`src/rtl/fbr_pkg.sv`:
```
`timescale 1ns / 1ps
package fbr_pkg;

  // Trail length limit used as the default of the top-level parameter.
  localparam int DefMaxPoints = 32768;

  // Widths of the bit-serial arithmetic units.
  localparam int MulW     = 32;
  localparam int ProdW    = 2 * MulW;
  localparam int DivNumW  = 64;
  localparam int DivDenW  = 32;
  localparam int SqrtInW  = 62;
  localparam int SqrtOutW = SqrtInW / 2;

  // Configuration registers.
  localparam int CfgIdxW   = 1;
  localparam int CfgDataW  = 31;
  localparam logic [CfgIdxW-1:0] RegRibbonWidth = 1'b0;
  localparam logic [CfgIdxW-1:0] RegPointTotal  = 1'b1;
  localparam logic [30:0] RibbonWidthReset = 31'd65536;

  typedef struct packed {
    logic signed [31:0] pos_x;
    logic signed [31:0] pos_y;
    logic signed [31:0] pos_z;
    logic               final_point;
  } in_item_t;

  typedef struct packed {
    logic signed [31:0] left_x;
    logic signed [31:0] left_z;
    logic signed [31:0] right_x;
    logic signed [31:0] right_z;
    logic signed [31:0] vertex_height;
    logic signed [31:0] tex_v;
    logic [1:0]         alpha_thirds;
    logic               make_quad;
    logic [15:0]        quad_base;
    logic               run_end;
  } out_item_t;

endpackage

```
`src/rtl/fbr_mul.sv`:
```
`timescale 1ns / 1ps
module fbr_mul (
  input  logic                       clk_i,
  input  logic                       rst_ni,
  input  logic                       start_i,
  input  logic [fbr_pkg::MulW-1:0]   a_i,
  input  logic [fbr_pkg::MulW-1:0]   b_i,
  output logic                       done_o,
  output logic [fbr_pkg::ProdW-1:0]  prod_o
);
  import fbr_pkg::*;

  localparam int CntW = $clog2(MulW);

  logic [ProdW-1:0] prod_q, prod_d;
  logic [MulW-1:0]  b_q, b_d;
  logic [CntW-1:0]  cnt_q, cnt_d;
  logic             busy_q, busy_d, done_q, done_d;
  logic [MulW:0]    sum;

  // One multiplier bit per cycle: add into the upper half, then shift right.
  always_comb begin
    sum    = {1'b0, prod_q[ProdW-1:MulW]} + (prod_q[0] ? {1'b0, b_q} : '0);
    prod_d = prod_q;
    b_d    = b_q;
    cnt_d  = cnt_q;
    busy_d = busy_q;
    done_d = 1'b0;
    if (start_i) begin
      prod_d = {{MulW{1'b0}}, a_i};
      b_d    = b_i;
      cnt_d  = '0;
      busy_d = 1'b1;
    end else if (busy_q) begin
      prod_d = {sum, prod_q[MulW-1:1]};
      cnt_d  = cnt_q + 1'b1;
      if (cnt_q == CntW'(MulW - 1)) begin
        busy_d = 1'b0;
        done_d = 1'b1;
      end
    end
  end

  always_ff @(posedge clk_i or negedge rst_ni) begin
    if (!rst_ni) begin
      busy_q <= 1'b0;
      done_q <= 1'b0;
    end else begin
      busy_q <= busy_d;
      done_q <= done_d;
    end
  end

  always_ff @(posedge clk_i) begin
    prod_q <= prod_d;
    b_q    <= b_d;
    cnt_q  <= cnt_d;
  end

  assign done_o = done_q;
  assign prod_o = prod_q;

endmodule

```
`src/rtl/fbr_div.sv`:
```
`timescale 1ns / 1ps
module fbr_div (
  input  logic                         clk_i,
  input  logic                         rst_ni,
  input  logic                         start_i,
  input  logic [fbr_pkg::DivNumW-1:0]  num_i,
  input  logic [fbr_pkg::DivDenW-1:0]  den_i,
  output logic                         done_o,
  output logic [fbr_pkg::DivNumW-1:0]  quo_o
);
  import fbr_pkg::*;

  localparam int CntW = $clog2(DivNumW);

  logic [DivDenW-1:0] rem_q, rem_d, den_q, den_d;
  logic [DivNumW-1:0] num_q, num_d;
  logic [CntW-1:0]    cnt_q, cnt_d;
  logic               busy_q, busy_d, done_q, done_d;
  logic [DivDenW:0]   trial, diff;
  logic               ge;

  // Restoring division, one quotient bit per cycle. The quotient bits shift
  // into the numerator register as its bits move into the remainder.
  always_comb begin
    trial  = {rem_q, num_q[DivNumW-1]};
    ge     = trial >= {1'b0, den_q};
    diff   = trial - {1'b0, den_q};
    rem_d  = rem_q;
    num_d  = num_q;
    den_d  = den_q;
    cnt_d  = cnt_q;
    busy_d = busy_q;
    done_d = 1'b0;
    if (start_i) begin
      rem_d  = '0;
      num_d  = num_i;
      den_d  = den_i;
      cnt_d  = '0;
      busy_d = 1'b1;
    end else if (busy_q) begin
      rem_d = ge ? diff[DivDenW-1:0] : trial[DivDenW-1:0];
      num_d = {num_q[DivNumW-2:0], ge};
      cnt_d = cnt_q + 1'b1;
      if (cnt_q == CntW'(DivNumW - 1)) begin
        busy_d = 1'b0;
        done_d = 1'b1;
      end
    end
  end

  always_ff @(posedge clk_i or negedge rst_ni) begin
    if (!rst_ni) begin
      busy_q <= 1'b0;
      done_q <= 1'b0;
    end else begin
      busy_q <= busy_d;
      done_q <= done_d;
    end
  end

  always_ff @(posedge clk_i) begin
    rem_q <= rem_d;
    num_q <= num_d;
    den_q <= den_d;
    cnt_q <= cnt_d;
  end

  assign done_o = done_q;
  assign quo_o  = num_q;

endmodule

```
`src/rtl/fbr_sqrt.sv`:
```
`timescale 1ns / 1ps
module fbr_sqrt (
  input  logic                          clk_i,
  input  logic                          rst_ni,
  input  logic                          start_i,
  input  logic [fbr_pkg::SqrtInW-1:0]   rad_i,
  output logic                          done_o,
  output logic [fbr_pkg::SqrtOutW-1:0]  root_o
);
  import fbr_pkg::*;

  localparam int CntW = $clog2(SqrtOutW);
  localparam int RemW = SqrtOutW + 2;

  logic [SqrtInW-1:0]  rad_q, rad_d;
  logic [RemW-1:0]     rem_q, rem_d;
  logic [SqrtOutW-1:0] root_q, root_d;
  logic [CntW-1:0]     cnt_q, cnt_d;
  logic                busy_q, busy_d, done_q, done_d;
  logic [RemW+1:0]     r2, trial, diff;

  // Floor square root, two radicand bits and one root bit per cycle.
  always_comb begin
    r2     = {rem_q, rad_q[SqrtInW-1:SqrtInW-2]};
    trial  = {1'b0, root_q, 2'b01};
    diff   = r2 - trial;
    rad_d  = rad_q;
    rem_d  = rem_q;
    root_d = root_q;
    cnt_d  = cnt_q;
    busy_d = busy_q;
    done_d = 1'b0;
    if (start_i) begin
      rad_d  = rad_i;
      rem_d  = '0;
      root_d = '0;
      cnt_d  = '0;
      busy_d = 1'b1;
    end else if (busy_q) begin
      rad_d = {rad_q[SqrtInW-3:0], 2'b00};
      if (r2 >= trial) begin
        rem_d  = diff[RemW-1:0];
        root_d = {root_q[SqrtOutW-2:0], 1'b1};
      end else begin
        rem_d  = r2[RemW-1:0];
        root_d = {root_q[SqrtOutW-2:0], 1'b0};
      end
      cnt_d = cnt_q + 1'b1;
      if (cnt_q == CntW'(SqrtOutW - 1)) begin
        busy_d = 1'b0;
        done_d = 1'b1;
      end
    end
  end

  always_ff @(posedge clk_i or negedge rst_ni) begin
    if (!rst_ni) begin
      busy_q <= 1'b0;
      done_q <= 1'b0;
    end else begin
      busy_q <= busy_d;
      done_q <= done_d;
    end
  end

  always_ff @(posedge clk_i) begin
    rad_q  <= rad_d;
    rem_q  <= rem_d;
    root_q <= root_d;
    cnt_q  <= cnt_d;
  end

  assign done_o = done_q;
  assign root_o = root_q;

endmodule

```
`src/rtl/flat_ribbon_strip_from_waypoints.sv`:
```
`timescale 1ns / 1ps
// Channel   Direction  Handshake               Payload
// in        input      in_valid_i / in_ready_o    in_data_i  (waypoint)
// out       output     out_valid_o / out_ready_i  out_data_o (vertex pair)
// cfg       input      cfg_we_i                   cfg_idx_i, cfg_data_i
//
// A waypoint that produces no vertex pair passes only the step states. For each
// pair, every multiply, square root and division runs on shared
// one-bit-per-cycle units, with up to three 64-step divisions (two direction
// components and the texture coordinate).
// Reset clears the trail state at once; there is no clearing pass.
// A finished pair waits in the output register while the next waypoint is
// taken; a second pair of the same waypoint waits for that register to free.
module flat_ribbon_strip_from_waypoints #(
  parameter int MAX_POINTS = fbr_pkg::DefMaxPoints
) (
  input  logic                           clk_i,
  input  logic                           rst_ni,
  input  logic                           in_valid_i,
  output logic                           in_ready_o,
  input  fbr_pkg::in_item_t              in_data_i,
  output logic                           out_valid_o,
  input  logic                           out_ready_i,
  output fbr_pkg::out_item_t             out_data_o,
  input  logic                           cfg_we_i,
  input  logic [fbr_pkg::CfgIdxW-1:0]    cfg_idx_i,
  input  logic [fbr_pkg::CfgDataW-1:0]   cfg_data_i
);
  import fbr_pkg::*;

  // Point counter and indices hold values up to MAX_POINTS itself.
  localparam int CntW = $clog2(MAX_POINTS + 1);

  localparam logic [4:0] S_IDLE   = 5'd0;
  localparam logic [4:0] S_STEP1  = 5'd1;
  localparam logic [4:0] S_STEP2  = 5'd2;
  localparam logic [4:0] S_STEP3  = 5'd3;
  localparam logic [4:0] S_DIR    = 5'd4;
  localparam logic [4:0] S_NORM   = 5'd5;
  localparam logic [4:0] S_SQA    = 5'd6;
  localparam logic [4:0] S_SQB    = 5'd7;
  localparam logic [4:0] S_SQRTL  = 5'd8;
  localparam logic [4:0] S_DIVX   = 5'd9;
  localparam logic [4:0] S_DIVZ   = 5'd10;
  localparam logic [4:0] S_MULZ   = 5'd11;
  localparam logic [4:0] S_MULX   = 5'd12;
  localparam logic [4:0] S_DIST   = 5'd13;
  localparam logic [4:0] S_DSHIFT = 5'd14;
  localparam logic [4:0] S_DSQX   = 5'd15;
  localparam logic [4:0] S_DSQY   = 5'd16;
  localparam logic [4:0] S_DSQZ   = 5'd17;
  localparam logic [4:0] S_DSQRT  = 5'd18;
  localparam logic [4:0] S_TEX    = 5'd19;
  localparam logic [4:0] S_EMIT   = 5'd20;

  function automatic logic [32:0] mag33(input logic signed [32:0] v);
    mag33 = v[32] ? (~v + 33'd1) : v;
  endfunction

  // Clamp a 34-bit signed value into the 32-bit signed range.
  function automatic logic [31:0] sat32(input logic signed [33:0] v);
    if (v[33:31] == 3'b000 || v[33:31] == 3'b111) sat32 = v[31:0];
    else if (v[33]) sat32 = 32'h8000_0000;
    else sat32 = 32'h7FFF_FFFF;
  endfunction

  // Configuration.
  logic [30:0] ribbon_w_q;
  logic [15:0] point_total_q;

  // Trail state.
  logic [4:0]          state_q, state_d;
  logic signed [31:0]  held_x_q, held_x_d, held_y_q, held_y_d, held_z_q, held_z_d;
  logic                held_present_q, held_present_d, held_opens_q, held_opens_d;
  logic [CntW-1:0]     held_index_q, held_index_d;
  logic signed [31:0]  ear_x_q, ear_x_d, ear_y_q, ear_y_d, ear_z_q, ear_z_d;
  logic                ear_present_q, ear_present_d;
  logic [47:0]         dist_sum_q, dist_sum_d;
  logic [15:0]         pairs_q, pairs_d;
  logic                break_seen_q, break_seen_d;
  logic [CntW-1:0]     point_cnt_q, point_cnt_d;
  logic                out_valid_q, out_valid_d;
  logic                issued_q, issued_d;

  // Working registers of the current waypoint and pair.
  logic signed [31:0]  px_q, px_d, py_q, py_d, pz_q, pz_d;
  logic                fin_q, fin_d, job_b_q, job_b_d;
  logic [CntW-1:0]     idx_q, idx_d;
  logic signed [32:0]  dx_q, dx_d, dz_q, dz_d;
  logic [32:0]         am_q, am_d, bm_q, bm_d, cm_q, cm_d;
  logic                sx_q, sx_d, sz_q, sz_d, near_q, near_d;
  logic [1:0]          k_q, k_d;
  logic [SqrtInW-1:0]  sq_q, sq_d;
  logic [SqrtOutW-1:0] len_q, len_d;
  logic [30:0]         cmx_q, cmx_d, cmz_q, cmz_d;
  logic signed [31:0]  rx_q, rx_d, rz_q, rz_d;
  logic [31:0]         vmag_q, vmag_d;
  out_item_t           out_q, out_d;

  // Shared units.
  logic               mul_start, mul_done, div_start, div_done, sqrt_start, sqrt_done;
  logic [MulW-1:0]    mul_a, mul_b;
  logic [ProdW-1:0]   mul_prod;
  logic [DivNumW-1:0] div_num, div_quo;
  logic [DivDenW-1:0] div_den;
  logic [SqrtInW-1:0] sqrt_rad;
  logic [SqrtOutW-1:0] sqrt_root;

  fbr_mul u_mul (
    .clk_i, .rst_ni, .start_i(mul_start), .a_i(mul_a), .b_i(mul_b),
    .done_o(mul_done), .prod_o(mul_prod)
  );

  fbr_div u_div (
    .clk_i, .rst_ni, .start_i(div_start), .num_i(div_num), .den_i(div_den),
    .done_o(div_done), .quo_o(div_quo)
  );

  fbr_sqrt u_sqrt (
    .clk_i, .rst_ni, .start_i(sqrt_start), .rad_i(sqrt_rad),
    .done_o(sqrt_done), .root_o(sqrt_root)
  );

  // Combinational helpers for the current state.
  logic [32:0]        dir_a, dir_b, max_ab;
  logic [5:0]         sqa3, sqb3;
  logic               near_dir;
  logic               pt_valid, show;
  logic [ProdW-1:0]   rnd_sum;
  logic [31:0]        mr;
  logic [33:0]        step_len;
  logic [48:0]        dist_acc;
  logic [16:0]        n_pts;
  logic signed [17:0] n_s, i_s, tail;
  logic [1:0]         alpha;
  logic               quad;

  always_comb begin
    dir_a    = mag33(dx_q);
    dir_b    = mag33(dz_q);
    sqa3     = {3'b000, dir_a[2:0]} * {3'b000, dir_a[2:0]};
    sqb3     = {3'b000, dir_b[2:0]} * {3'b000, dir_b[2:0]};
    near_dir = (dir_a < 33'd8) && (dir_b < 33'd8) &&
               (({1'b0, sqa3} + {1'b0, sqb3}) <= 7'd42);
    max_ab   = (am_q > bm_q) ? am_q : bm_q;
    pt_valid = (px_q != '0) || (py_q != '0) || (pz_q != '0);
    show     = point_total_q >= 16'd2;

    // Offset rounding: nearest on the magnitude, ties away from zero.
    rnd_sum  = mul_prod + (near_q ? 64'd65536 : 64'h4000_0000);
    mr       = near_q ? rnd_sum[48:17] : rnd_sum[62:31];

    step_len = {3'b000, sqrt_root} << k_q;
    dist_acc = {1'b0, dist_sum_q} + {15'd0, step_len};

    // Alpha fade over the first and last three indices.
    n_pts = ({1'b0, point_total_q} > 17'(MAX_POINTS)) ? 17'(MAX_POINTS)
                                                      : {1'b0, point_total_q};
    n_s   = $signed({1'b0, n_pts});
    i_s   = $signed({{(18 - CntW){1'b0}}, held_index_q});
    tail  = n_s - 18'sd1 - i_s;
    if (i_s < 18'sd3) alpha = i_s[1:0];
    else if (i_s >= n_s - 18'sd3) alpha = tail[17] ? 2'd0 : tail[1:0];
    else alpha = 2'd3;
    quad = !held_opens_q && (pairs_q != 16'd0);
  end

  always_comb begin
    state_d        = state_q;
    held_x_d       = held_x_q;
    held_y_d       = held_y_q;
    held_z_d       = held_z_q;
    held_present_d = held_present_q;
    held_opens_d   = held_opens_q;
    held_index_d   = held_index_q;
    ear_x_d        = ear_x_q;
    ear_y_d        = ear_y_q;
    ear_z_d        = ear_z_q;
    ear_present_d  = ear_present_q;
    dist_sum_d     = dist_sum_q;
    pairs_d        = pairs_q;
    break_seen_d   = break_seen_q;
    point_cnt_d    = point_cnt_q;
    out_valid_d    = out_valid_q && !out_ready_i;
    issued_d       = issued_q;
    px_d = px_q;  py_d = py_q;  pz_d = pz_q;
    fin_d = fin_q;  job_b_d = job_b_q;  idx_d = idx_q;
    dx_d = dx_q;  dz_d = dz_q;
    am_d = am_q;  bm_d = bm_q;  cm_d = cm_q;
    sx_d = sx_q;  sz_d = sz_q;  near_d = near_q;  k_d = k_q;
    sq_d = sq_q;  len_d = len_q;  cmx_d = cmx_q;  cmz_d = cmz_q;
    rx_d = rx_q;  rz_d = rz_q;  vmag_d = vmag_q;
    out_d = out_q;
    mul_start = 1'b0;  mul_a = '0;  mul_b = '0;
    div_start = 1'b0;  div_num = '0;  div_den = '0;
    sqrt_start = 1'b0;  sqrt_rad = sq_q;

    case (state_q)
      S_IDLE: begin
        if (in_valid_i) begin
          px_d  = in_data_i.pos_x;
          py_d  = in_data_i.pos_y;
          pz_d  = in_data_i.pos_z;
          fin_d = in_data_i.final_point;
          idx_d = point_cnt_q;
          if (point_cnt_q < CntW'(MAX_POINTS)) point_cnt_d = point_cnt_q + 1'b1;
          state_d = S_STEP1;
        end
      end
      S_STEP1: begin
        // A new valid point closes the held one: its direction points here.
        if (pt_valid && held_present_q) begin
          dx_d    = $signed({px_q[31], px_q}) - $signed({held_x_q[31], held_x_q});
          dz_d    = $signed({pz_q[31], pz_q}) - $signed({held_z_q[31], held_z_q});
          job_b_d = 1'b0;
          state_d = S_DIR;
        end else begin
          state_d = S_STEP2;
        end
      end
      S_STEP2: begin
        if (pt_valid) begin
          held_x_d       = px_q;
          held_y_d       = py_q;
          held_z_d       = pz_q;
          held_index_d   = idx_q;
          held_opens_d   = break_seen_q;
          held_present_d = 1'b1;
          break_seen_d   = 1'b0;
        end else begin
          break_seen_d = 1'b1;
        end
        state_d = S_STEP3;
      end
      S_STEP3: begin
        if (!fin_q) begin
          state_d = S_IDLE;
        end else if (held_present_q) begin
          // Flush: direction from the earlier point, or along +X alone.
          if (ear_present_q) begin
            dx_d = $signed({held_x_q[31], held_x_q}) - $signed({ear_x_q[31], ear_x_q});
            dz_d = $signed({held_z_q[31], held_z_q}) - $signed({ear_z_q[31], ear_z_q});
          end else begin
            dx_d = 33'sd65536;
            dz_d = '0;
          end
          job_b_d = 1'b1;
          state_d = S_DIR;
        end else begin
          held_x_d = '0;  held_y_d = '0;  held_z_d = '0;
          held_present_d = 1'b0;  held_index_d = '0;  held_opens_d = 1'b1;
          ear_x_d = '0;  ear_y_d = '0;  ear_z_d = '0;  ear_present_d = 1'b0;
          dist_sum_d = '0;  pairs_d = '0;  break_seen_d = 1'b1;  point_cnt_d = '0;
          state_d = S_IDLE;
        end
      end
      S_DIR: begin
        am_d   = dir_a;
        bm_d   = dir_b;
        sx_d   = dx_q[32];
        sz_d   = dz_q[32];
        near_d = near_dir;
        if (near_dir) begin
          // Very short direction: used as it is, without normalizing.
          cmx_d   = dir_a[30:0];
          cmz_d   = dir_b[30:0];
          state_d = S_MULZ;
        end else begin
          state_d = S_NORM;
        end
      end
      S_NORM: begin
        // Bring the larger magnitude into [2^29, 2^30), one bit a cycle.
        if (max_ab[32:30] != 3'b000) begin
          am_d = am_q >> 1;
          bm_d = bm_q >> 1;
        end else if (!max_ab[29]) begin
          am_d = am_q << 1;
          bm_d = bm_q << 1;
        end else begin
          state_d = S_SQA;
        end
      end
      S_SQA, S_SQB, S_DSQX, S_DSQY, S_DSQZ: begin
        case (state_q)
          S_SQA, S_DSQX: mul_a = am_q[31:0];
          S_SQB, S_DSQY: mul_a = bm_q[31:0];
          default:       mul_a = cm_q[31:0];
        endcase
        mul_b = mul_a;
        if (!issued_q) begin
          mul_start = 1'b1;
          issued_d  = 1'b1;
        end else if (mul_done) begin
          issued_d = 1'b0;
          if (state_q == S_SQA || state_q == S_DSQX) sq_d = mul_prod[SqrtInW-1:0];
          else sq_d = sq_q + mul_prod[SqrtInW-1:0];
          case (state_q)
            S_SQA:   state_d = S_SQB;
            S_SQB:   state_d = S_SQRTL;
            S_DSQX:  state_d = S_DSQY;
            S_DSQY:  state_d = S_DSQZ;
            default: state_d = S_DSQRT;
          endcase
        end
      end
      S_SQRTL, S_DSQRT: begin
        if (!issued_q) begin
          sqrt_start = 1'b1;
          issued_d   = 1'b1;
        end else if (sqrt_done) begin
          issued_d = 1'b0;
          if (state_q == S_SQRTL) begin
            len_d   = sqrt_root;
            state_d = S_DIVX;
          end else begin
            dist_sum_d = dist_acc[48] ? {48{1'b1}} : dist_acc[47:0];
            state_d    = S_TEX;
          end
        end
      end
      S_DIVX, S_DIVZ: begin
        // Unit component in Q2.30, rounded to nearest.
        div_num = {4'b0000, (state_q == S_DIVX) ? am_q[29:0] : bm_q[29:0], 30'd0}
                  + {34'd0, len_q[SqrtOutW-1:1]};
        div_den = {1'b0, len_q};
        if (!issued_q) begin
          div_start = 1'b1;
          issued_d  = 1'b1;
        end else if (div_done) begin
          issued_d = 1'b0;
          if (state_q == S_DIVX) begin
            cmx_d   = div_quo[30:0];
            state_d = S_DIVZ;
          end else begin
            cmz_d   = div_quo[30:0];
            state_d = S_MULZ;
          end
        end
      end
      S_MULZ, S_MULX: begin
        mul_a = {1'b0, (state_q == S_MULZ) ? cmz_q : cmx_q};
        mul_b = {1'b0, ribbon_w_q};
        if (!issued_q) begin
          mul_start = 1'b1;
          issued_d  = 1'b1;
        end else if (mul_done) begin
          issued_d = 1'b0;
          // Perpendicular (-uz, ux) scaled to half the ribbon width.
          if (state_q == S_MULZ) begin
            rx_d    = sz_q ? $signed(mr) : -$signed(mr);
            state_d = S_MULX;
          end else begin
            rz_d    = sx_q ? -$signed(mr) : $signed(mr);
            state_d = S_DIST;
          end
        end
      end
      S_DIST: begin
        // Distance accumulates only between points of one section.
        if (!held_opens_q && ear_present_q) begin
          am_d = mag33($signed({held_x_q[31], held_x_q}) - $signed({ear_x_q[31], ear_x_q}));
          bm_d = mag33($signed({held_y_q[31], held_y_q}) - $signed({ear_y_q[31], ear_y_q}));
          cm_d = mag33($signed({held_z_q[31], held_z_q}) - $signed({ear_z_q[31], ear_z_q}));
          k_d     = '0;
          state_d = S_DSHIFT;
        end else begin
          state_d = S_TEX;
        end
      end
      S_DSHIFT: begin
        if (am_q[32:30] != 3'b000 || bm_q[32:30] != 3'b000 || cm_q[32:30] != 3'b000) begin
          am_d = am_q >> 1;
          bm_d = bm_q >> 1;
          cm_d = cm_q >> 1;
          k_d  = k_q + 1'b1;
        end else begin
          state_d = S_DSQX;
        end
      end
      S_TEX: begin
        div_num = {dist_sum_q, 16'd0};
        div_den = {1'b0, ribbon_w_q};
        if (dist_sum_q == '0) begin
          vmag_d  = '0;
          state_d = S_EMIT;
        end else if (ribbon_w_q == '0) begin
          vmag_d  = 32'h8000_0000;
          state_d = S_EMIT;
        end else if (!issued_q) begin
          div_start = 1'b1;
          issued_d  = 1'b1;
        end else if (div_done) begin
          issued_d = 1'b0;
          vmag_d   = (div_quo[DivNumW-1:31] != '0) ? 32'h8000_0000
                                                   : {1'b0, div_quo[30:0]};
          state_d  = S_EMIT;
        end
      end
      S_EMIT: begin
        if (!show || !out_valid_q || out_ready_i) begin
          if (show) begin
            out_d.left_x        = sat32($signed({{2{held_x_q[31]}}, held_x_q})
                                        - $signed({{2{rx_q[31]}}, rx_q}));
            out_d.left_z        = sat32($signed({{2{held_z_q[31]}}, held_z_q})
                                        - $signed({{2{rz_q[31]}}, rz_q}));
            out_d.right_x       = sat32($signed({{2{held_x_q[31]}}, held_x_q})
                                        + $signed({{2{rx_q[31]}}, rx_q}));
            out_d.right_z       = sat32($signed({{2{held_z_q[31]}}, held_z_q})
                                        + $signed({{2{rz_q[31]}}, rz_q}));
            out_d.vertex_height = held_y_q;
            out_d.tex_v         = 32'd0 - vmag_q;
            out_d.alpha_thirds  = alpha;
            out_d.make_quad     = quad;
            out_d.quad_base     = quad ? {pairs_q[14:0] - 15'd1, 1'b0} : 16'd0;
            out_d.run_end       = job_b_q || !fin_q;
            out_valid_d         = 1'b1;
          end
          pairs_d = pairs_q + 16'd1;
          if (job_b_q) begin
            // End of trail: everything but the configuration starts over.
            held_x_d = '0;  held_y_d = '0;  held_z_d = '0;
            held_present_d = 1'b0;  held_index_d = '0;  held_opens_d = 1'b1;
            ear_x_d = '0;  ear_y_d = '0;  ear_z_d = '0;  ear_present_d = 1'b0;
            dist_sum_d = '0;  pairs_d = '0;  break_seen_d = 1'b1;  point_cnt_d = '0;
            state_d = S_IDLE;
          end else begin
            ear_x_d       = held_x_q;
            ear_y_d       = held_y_q;
            ear_z_d       = held_z_q;
            ear_present_d = 1'b1;
            state_d       = S_STEP2;
          end
        end
      end
      default: begin
        state_d = S_IDLE;
      end
    endcase
  end

  always_ff @(posedge clk_i or negedge rst_ni) begin
    if (!rst_ni) begin
      ribbon_w_q    <= RibbonWidthReset;
      point_total_q <= '0;
    end else if (cfg_we_i) begin
      case (cfg_idx_i)
        RegRibbonWidth: ribbon_w_q    <= cfg_data_i;
        RegPointTotal:  point_total_q <= cfg_data_i[15:0];
        default:        ;
      endcase
    end
  end

  always_ff @(posedge clk_i or negedge rst_ni) begin
    if (!rst_ni) begin
      state_q        <= S_IDLE;
      held_x_q       <= '0;
      held_y_q       <= '0;
      held_z_q       <= '0;
      held_present_q <= 1'b0;
      held_opens_q   <= 1'b1;
      held_index_q   <= '0;
      ear_x_q        <= '0;
      ear_y_q        <= '0;
      ear_z_q        <= '0;
      ear_present_q  <= 1'b0;
      dist_sum_q     <= '0;
      pairs_q        <= '0;
      break_seen_q   <= 1'b1;
      point_cnt_q    <= '0;
      out_valid_q    <= 1'b0;
      issued_q       <= 1'b0;
    end else begin
      state_q        <= state_d;
      held_x_q       <= held_x_d;
      held_y_q       <= held_y_d;
      held_z_q       <= held_z_d;
      held_present_q <= held_present_d;
      held_opens_q   <= held_opens_d;
      held_index_q   <= held_index_d;
      ear_x_q        <= ear_x_d;
      ear_y_q        <= ear_y_d;
      ear_z_q        <= ear_z_d;
      ear_present_q  <= ear_present_d;
      dist_sum_q     <= dist_sum_d;
      pairs_q        <= pairs_d;
      break_seen_q   <= break_seen_d;
      point_cnt_q    <= point_cnt_d;
      out_valid_q    <= out_valid_d;
      issued_q       <= issued_d;
    end
  end

  always_ff @(posedge clk_i) begin
    px_q <= px_d;  py_q <= py_d;  pz_q <= pz_d;
    fin_q <= fin_d;  job_b_q <= job_b_d;  idx_q <= idx_d;
    dx_q <= dx_d;  dz_q <= dz_d;
    am_q <= am_d;  bm_q <= bm_d;  cm_q <= cm_d;
    sx_q <= sx_d;  sz_q <= sz_d;  near_q <= near_d;  k_q <= k_d;
    sq_q <= sq_d;  len_q <= len_d;  cmx_q <= cmx_d;  cmz_q <= cmz_d;
    rx_q <= rx_d;  rz_q <= rz_d;  vmag_q <= vmag_d;
    out_q <= out_d;
  end

  assign in_ready_o  = (state_q == S_IDLE);
  assign out_valid_o = out_valid_q;
  assign out_data_o  = out_q;

endmodule
```
`config.mk`:
```
export PLATFORM = sky130hd
export DESIGN_NAME = flat_ribbon_strip_from_waypoints
export DESIGN_NICKNAME = d
export VERILOG_FILES = /design/src/rtl/fbr_pkg.sv /design/src/rtl/fbr_mul.sv /design/src/rtl/fbr_div.sv /design/src/rtl/fbr_sqrt.sv /design/src/rtl/flat_ribbon_strip_from_waypoints.sv
export SDC_FILE = /design/constraint.sdc
export NUM_CORES = 2
export LEC_CHECK = 0
export BUFFER_PORTS_ARGS = -buffer_cell sky130_fd_sc_hd__buf_4
export CAP_MARGIN = 10
export CORE_ASPECT_RATIO = 0.6
export CORE_UTILIZATION = 63
export CTS_BUF_LIST = sky130_fd_sc_hd__clkbuf_16
export CTS_CLUSTER_DIAMETER = 200
export DETAILED_ROUTE_END_ITERATION = 12
export PLACE_DENSITY = 0.81
export RECOVER_POWER = 25
export SETUP_SLACK_MARGIN = 0.02
export SYNTH_ARGS = -nofsm -noshare
export SYNTH_HDL_FRONTEND = slang
export SYNTH_SLANG_ARGS = --single-unit
```
`constraint.sdc`:
```
create_clock -name clk_i -period 29.7 [get_ports clk_i]
set_input_delay 4.455 -clock clk_i [delete_from_list [all_inputs] [get_ports clk_i]]
set_output_delay 4.455 -clock clk_i [all_outputs]
set_load 0.03 [all_outputs]
```
==> metrics.md <==
| Metric | Value |
|---|---|
| Largest net degree at the start of global routing | `139` |
| CP most frequent cell | `clkbuf_1` |
| Post-placement cell count | `11900` |
| DIE WIDTH | `501 um` |
| Post-synth EDFFs | `967` |
| Filler cells | `11200` |
| Antenna-violating nets left | `0` |
| # clock sinks | `1463` |
| PwrDens | `120 nW/um2` |
| Ports | `348` |
| Cell taking the most area after synthesis | `edfxtp_1` |
| Bufs on Longest Clock Path | `3` |
| Rows | `109` |
| CP Max Fanout | `100` |
| Ys Warns | `0` |
| Max-cap violations | `24` |
| Crit end category | `flip-flop` |
| Setup TNS | `0 ns` |
| Commonest cells post-synth | `1025 x nand2_1, 967 x edfxtp_1, 753 x nor2_1` |
| Most common cell in the netlist | `nand2_1` |
| Post-synth top flop | `edfxtp_1` |
| Area share of the largest cell type after synthesis | `30.9%` |
| Seq/Total Area, Yosys | `43.3%` |
| Mapped cell area | `94000 um2` |
| Initial antenna violation count | `20` |
| HPWL Detailed | `252 mm` |
| Final period util | `27.4%` |
| Final instance area | `103000 um2` |
| Violated checks | `design-rule violations, max-capacitance violations, max-slew violations` |
| Fmax | `123 MHz` |
| Slew Limit Fails | `1187` |
| Crit-path cells | `nor2b_1 -> nand2_1 -> nor3_2 -> clkbuf_1 -> clkbuf_1 -> o21ai_0` |
| Pleak | `41.7 nW` |
| Pre-CTS setup slack | `21.93 ns` |
| GRT Util Overall | `42.9%` |
| CP top delay family | `buffers and inverters` |
| Post-Synthesis Cells | `9925` |
| Placed instance area | `98500 um2` |
| Max IR drop VDD | `0.120 mV` |
| CTS Root Cell | `clkbuf_16` |
| H-Tree Level Count | `4` |
| Final wirelength | `331 mm` |
| Detailed Route Iter0 Violations | `13200` |
| Non-Filler Instances | `12200` |
| Share of cells above drive strength 1 | `8.30%` |
| Post-Syn Area per Cell | `9.47 um2` |
| Vias in the first global route | `75300` |
| Wire length of the first global-routing pass | `484 mm` |
| Outcome | `complete, but fails checks` |
| Rel. slew slack | `-187%` |
| Post-Syn Nets | `10600` |
| Seq cells post-synth | `1463` |
| Worst EP required | `30.08 ns` |
| FFs w/ async S/R, synth | `24.1%` |
| Crit-path slowest cell | `clkbuf_1` |
| GRT overflow | `0` |
| Initial Util | `63.6%` |
| Count of final setup violators | `0` |
| Final Hold Fails | `0` |
| WP buf/inv | `2` |
| Unique cell type count in the Yosys netlist | `104` |
| Critical path launch point type | `flip-flop` |
| Crit path time final | `8.15 ns` |
| I/O Buffers | `346` |
| Final Skew | `0.0380 ns` |
| Die Span Y | `301 um` |
| Drt drc | `3` |
| Worst slew pin tran | `4.30 ns` |
| DR vias | `82900` |
| Post-CTS setup repair buffer count | `0` |
| Die Area | `151000 um2` |
| Nets | `10800` |
| Worst hold path type | `flip-flop to flip-flop` |
| Vias per cell | `6.81` |
| CTS tree | `built` |
| WP data arrival | `8.53 ns` |
| DR pass1 iterations | `12` |
| Clk slew on worst S/H paths | `0.07 ns` |
| Area Growth Syn to Fin | `9.76%` |
| Largest stage delay, worst path | `2.94 ns` |
| Number of cells upsized or downsized after cts | `0` |
| Area contributors post-synth | `edfxtp_1 31%, dfrtp_1 9.3%, ha_1 7.6%, nand2_1 4.1%, a21oi_1 4.0%` |
| Routed length per instance | `27.2 um` |
| Number of buffers created by CTS | `143` |
| Final Wtd Congestion | `1.05` |
| Post-CTS Hold Buffers | `0` |
| RSZ-0062 raised after global routing | `false` |
| PnR worst setup slack | `21.55 ns` |
| Critical setup path kind | `flip-flop to flip-flop` |
| Worst skew pair latency | `0.83 ns` |
| CORE AREA | `148000 um2` |
==> final cells by class <==
cell class,count,area [um2],share of cell area (%)
multi-input combinational,7416,49600,48.0
tap,1998,2500,2.42
inverter,550,2070,2.00
timing repair buffer,469,3390,3.29
clock inverter,116,1130,1.09
antenna,11,27.5,0.0267
clock buffer,150,3750,3.64
sequential,1463,40700,39.5
==> metrics by stage <==
step                      util, %  hold slack, ns  total power [W]
after floorplan                 -           0.424          0.00802
after global placement       66.7           0.461          0.00989
after detailed placement     66.7           0.467           0.0101
after CTS                    70.0           0.480           0.0120
after global routing         69.8           0.497           0.0129
final                        69.9           0.482           0.0123
==> power by group <==
part / internal [W] / switching [W] / total [W]
Sequential: 0.00297 / 0.000808 / 0.00378
Clock: 0.00105 / 0.000887 / 0.00194
Combinational: 0.00247 / 0.00416 / 0.00663
==> registers in the layout (all words and copies together) (netlist names), 33 cells and up <==
register and flops:
am_q 33, sq_q 62, out_data_o 211, bm_q 33, dist_sum_q 48, dz_q 33
u_sqrt.rad_q 62, dx_q 33, u_mul.prod_o 64, cm_q 33, u_sqrt.rem_q 33, u_div.quo_o 64
==> logic make-up after synthesis <==
| logic type | Yosys count | share of synthesized area, % |
|---|---|---|
| AND/OR/NAND/NOR | 2981 | 15.0 |
| AO/OA/AOI/OAI | 2899 | 20.0 |
| flip-flops | 1463 | 43.3 |
| buffers and inverters | 1046 | 4.20 |
| XOR/XNOR | 718 | 6.70 |
| adder cells (fa/ha/maj) | 636 | 8.45 |
| multiplexers | 181 | 2.33 |
| other | 1 | 0.00399 |
==> worst paths after layout <==
path	start	endpoint	slack [ns]	depth (start not counted)
max in group asynchronous	rst_ni	held_z_q[8]	23.83	3
worst min register to register	ear_y_q[4]	ear_y_q[4]	0.48	2
worst max register to register	state_q[1]	sq_q[43]	21.55	6
worst max-delay path	state_q[1]	sq_q[43]	21.55	6
worst min-delay path	ear_y_q[4]	ear_y_q[4]	0.48	2
min in group asynchronous	rst_ni	dist_sum_q[20]	3.65	1
==> cell usage in the layout (no fill, tap or decap), drive strengths merged, types with 111 or more instances in the layout <==
cell type and count:
a21o 213, a21oi 746, a22o 163, and2 111, buf 346, clkbuf 273
dfrtp 349, dfxtp 144, edfxtp 967, ha 571, inv 589, nand2 1026
nand2b 117, nand3 191, nand4 111, nor2 753, nor3 147, nor4 119
o21ai 730, o31ai 132, xnor2 411, xor2 307
==> metal layers <==
metal | share of wire, % | global-route usage, % | routed length (um) | vias to the layer above
li1 | - | - | - | 36700
met1 | 41 | 62.3 | 136000 | 39900
met2 | 39 | 57.6 | 131000 | 5567
met3 | 16 | 17.9 | 54400 | 697
met4 | 2.9 | 11.9 | 9650 | 18
met5 | 0.082 | 0.876 | 272 | -
==> tightest hold or removal path: cells and delay by family (launching register included) <==
kind               cells  cell delay (ns)
AOI/OAI and AO/OA      1             0.06
DFF                    1             0.34
and+or+nand+nor        1             0.05
Note: power is estimated with default switching activity, not from simulation.
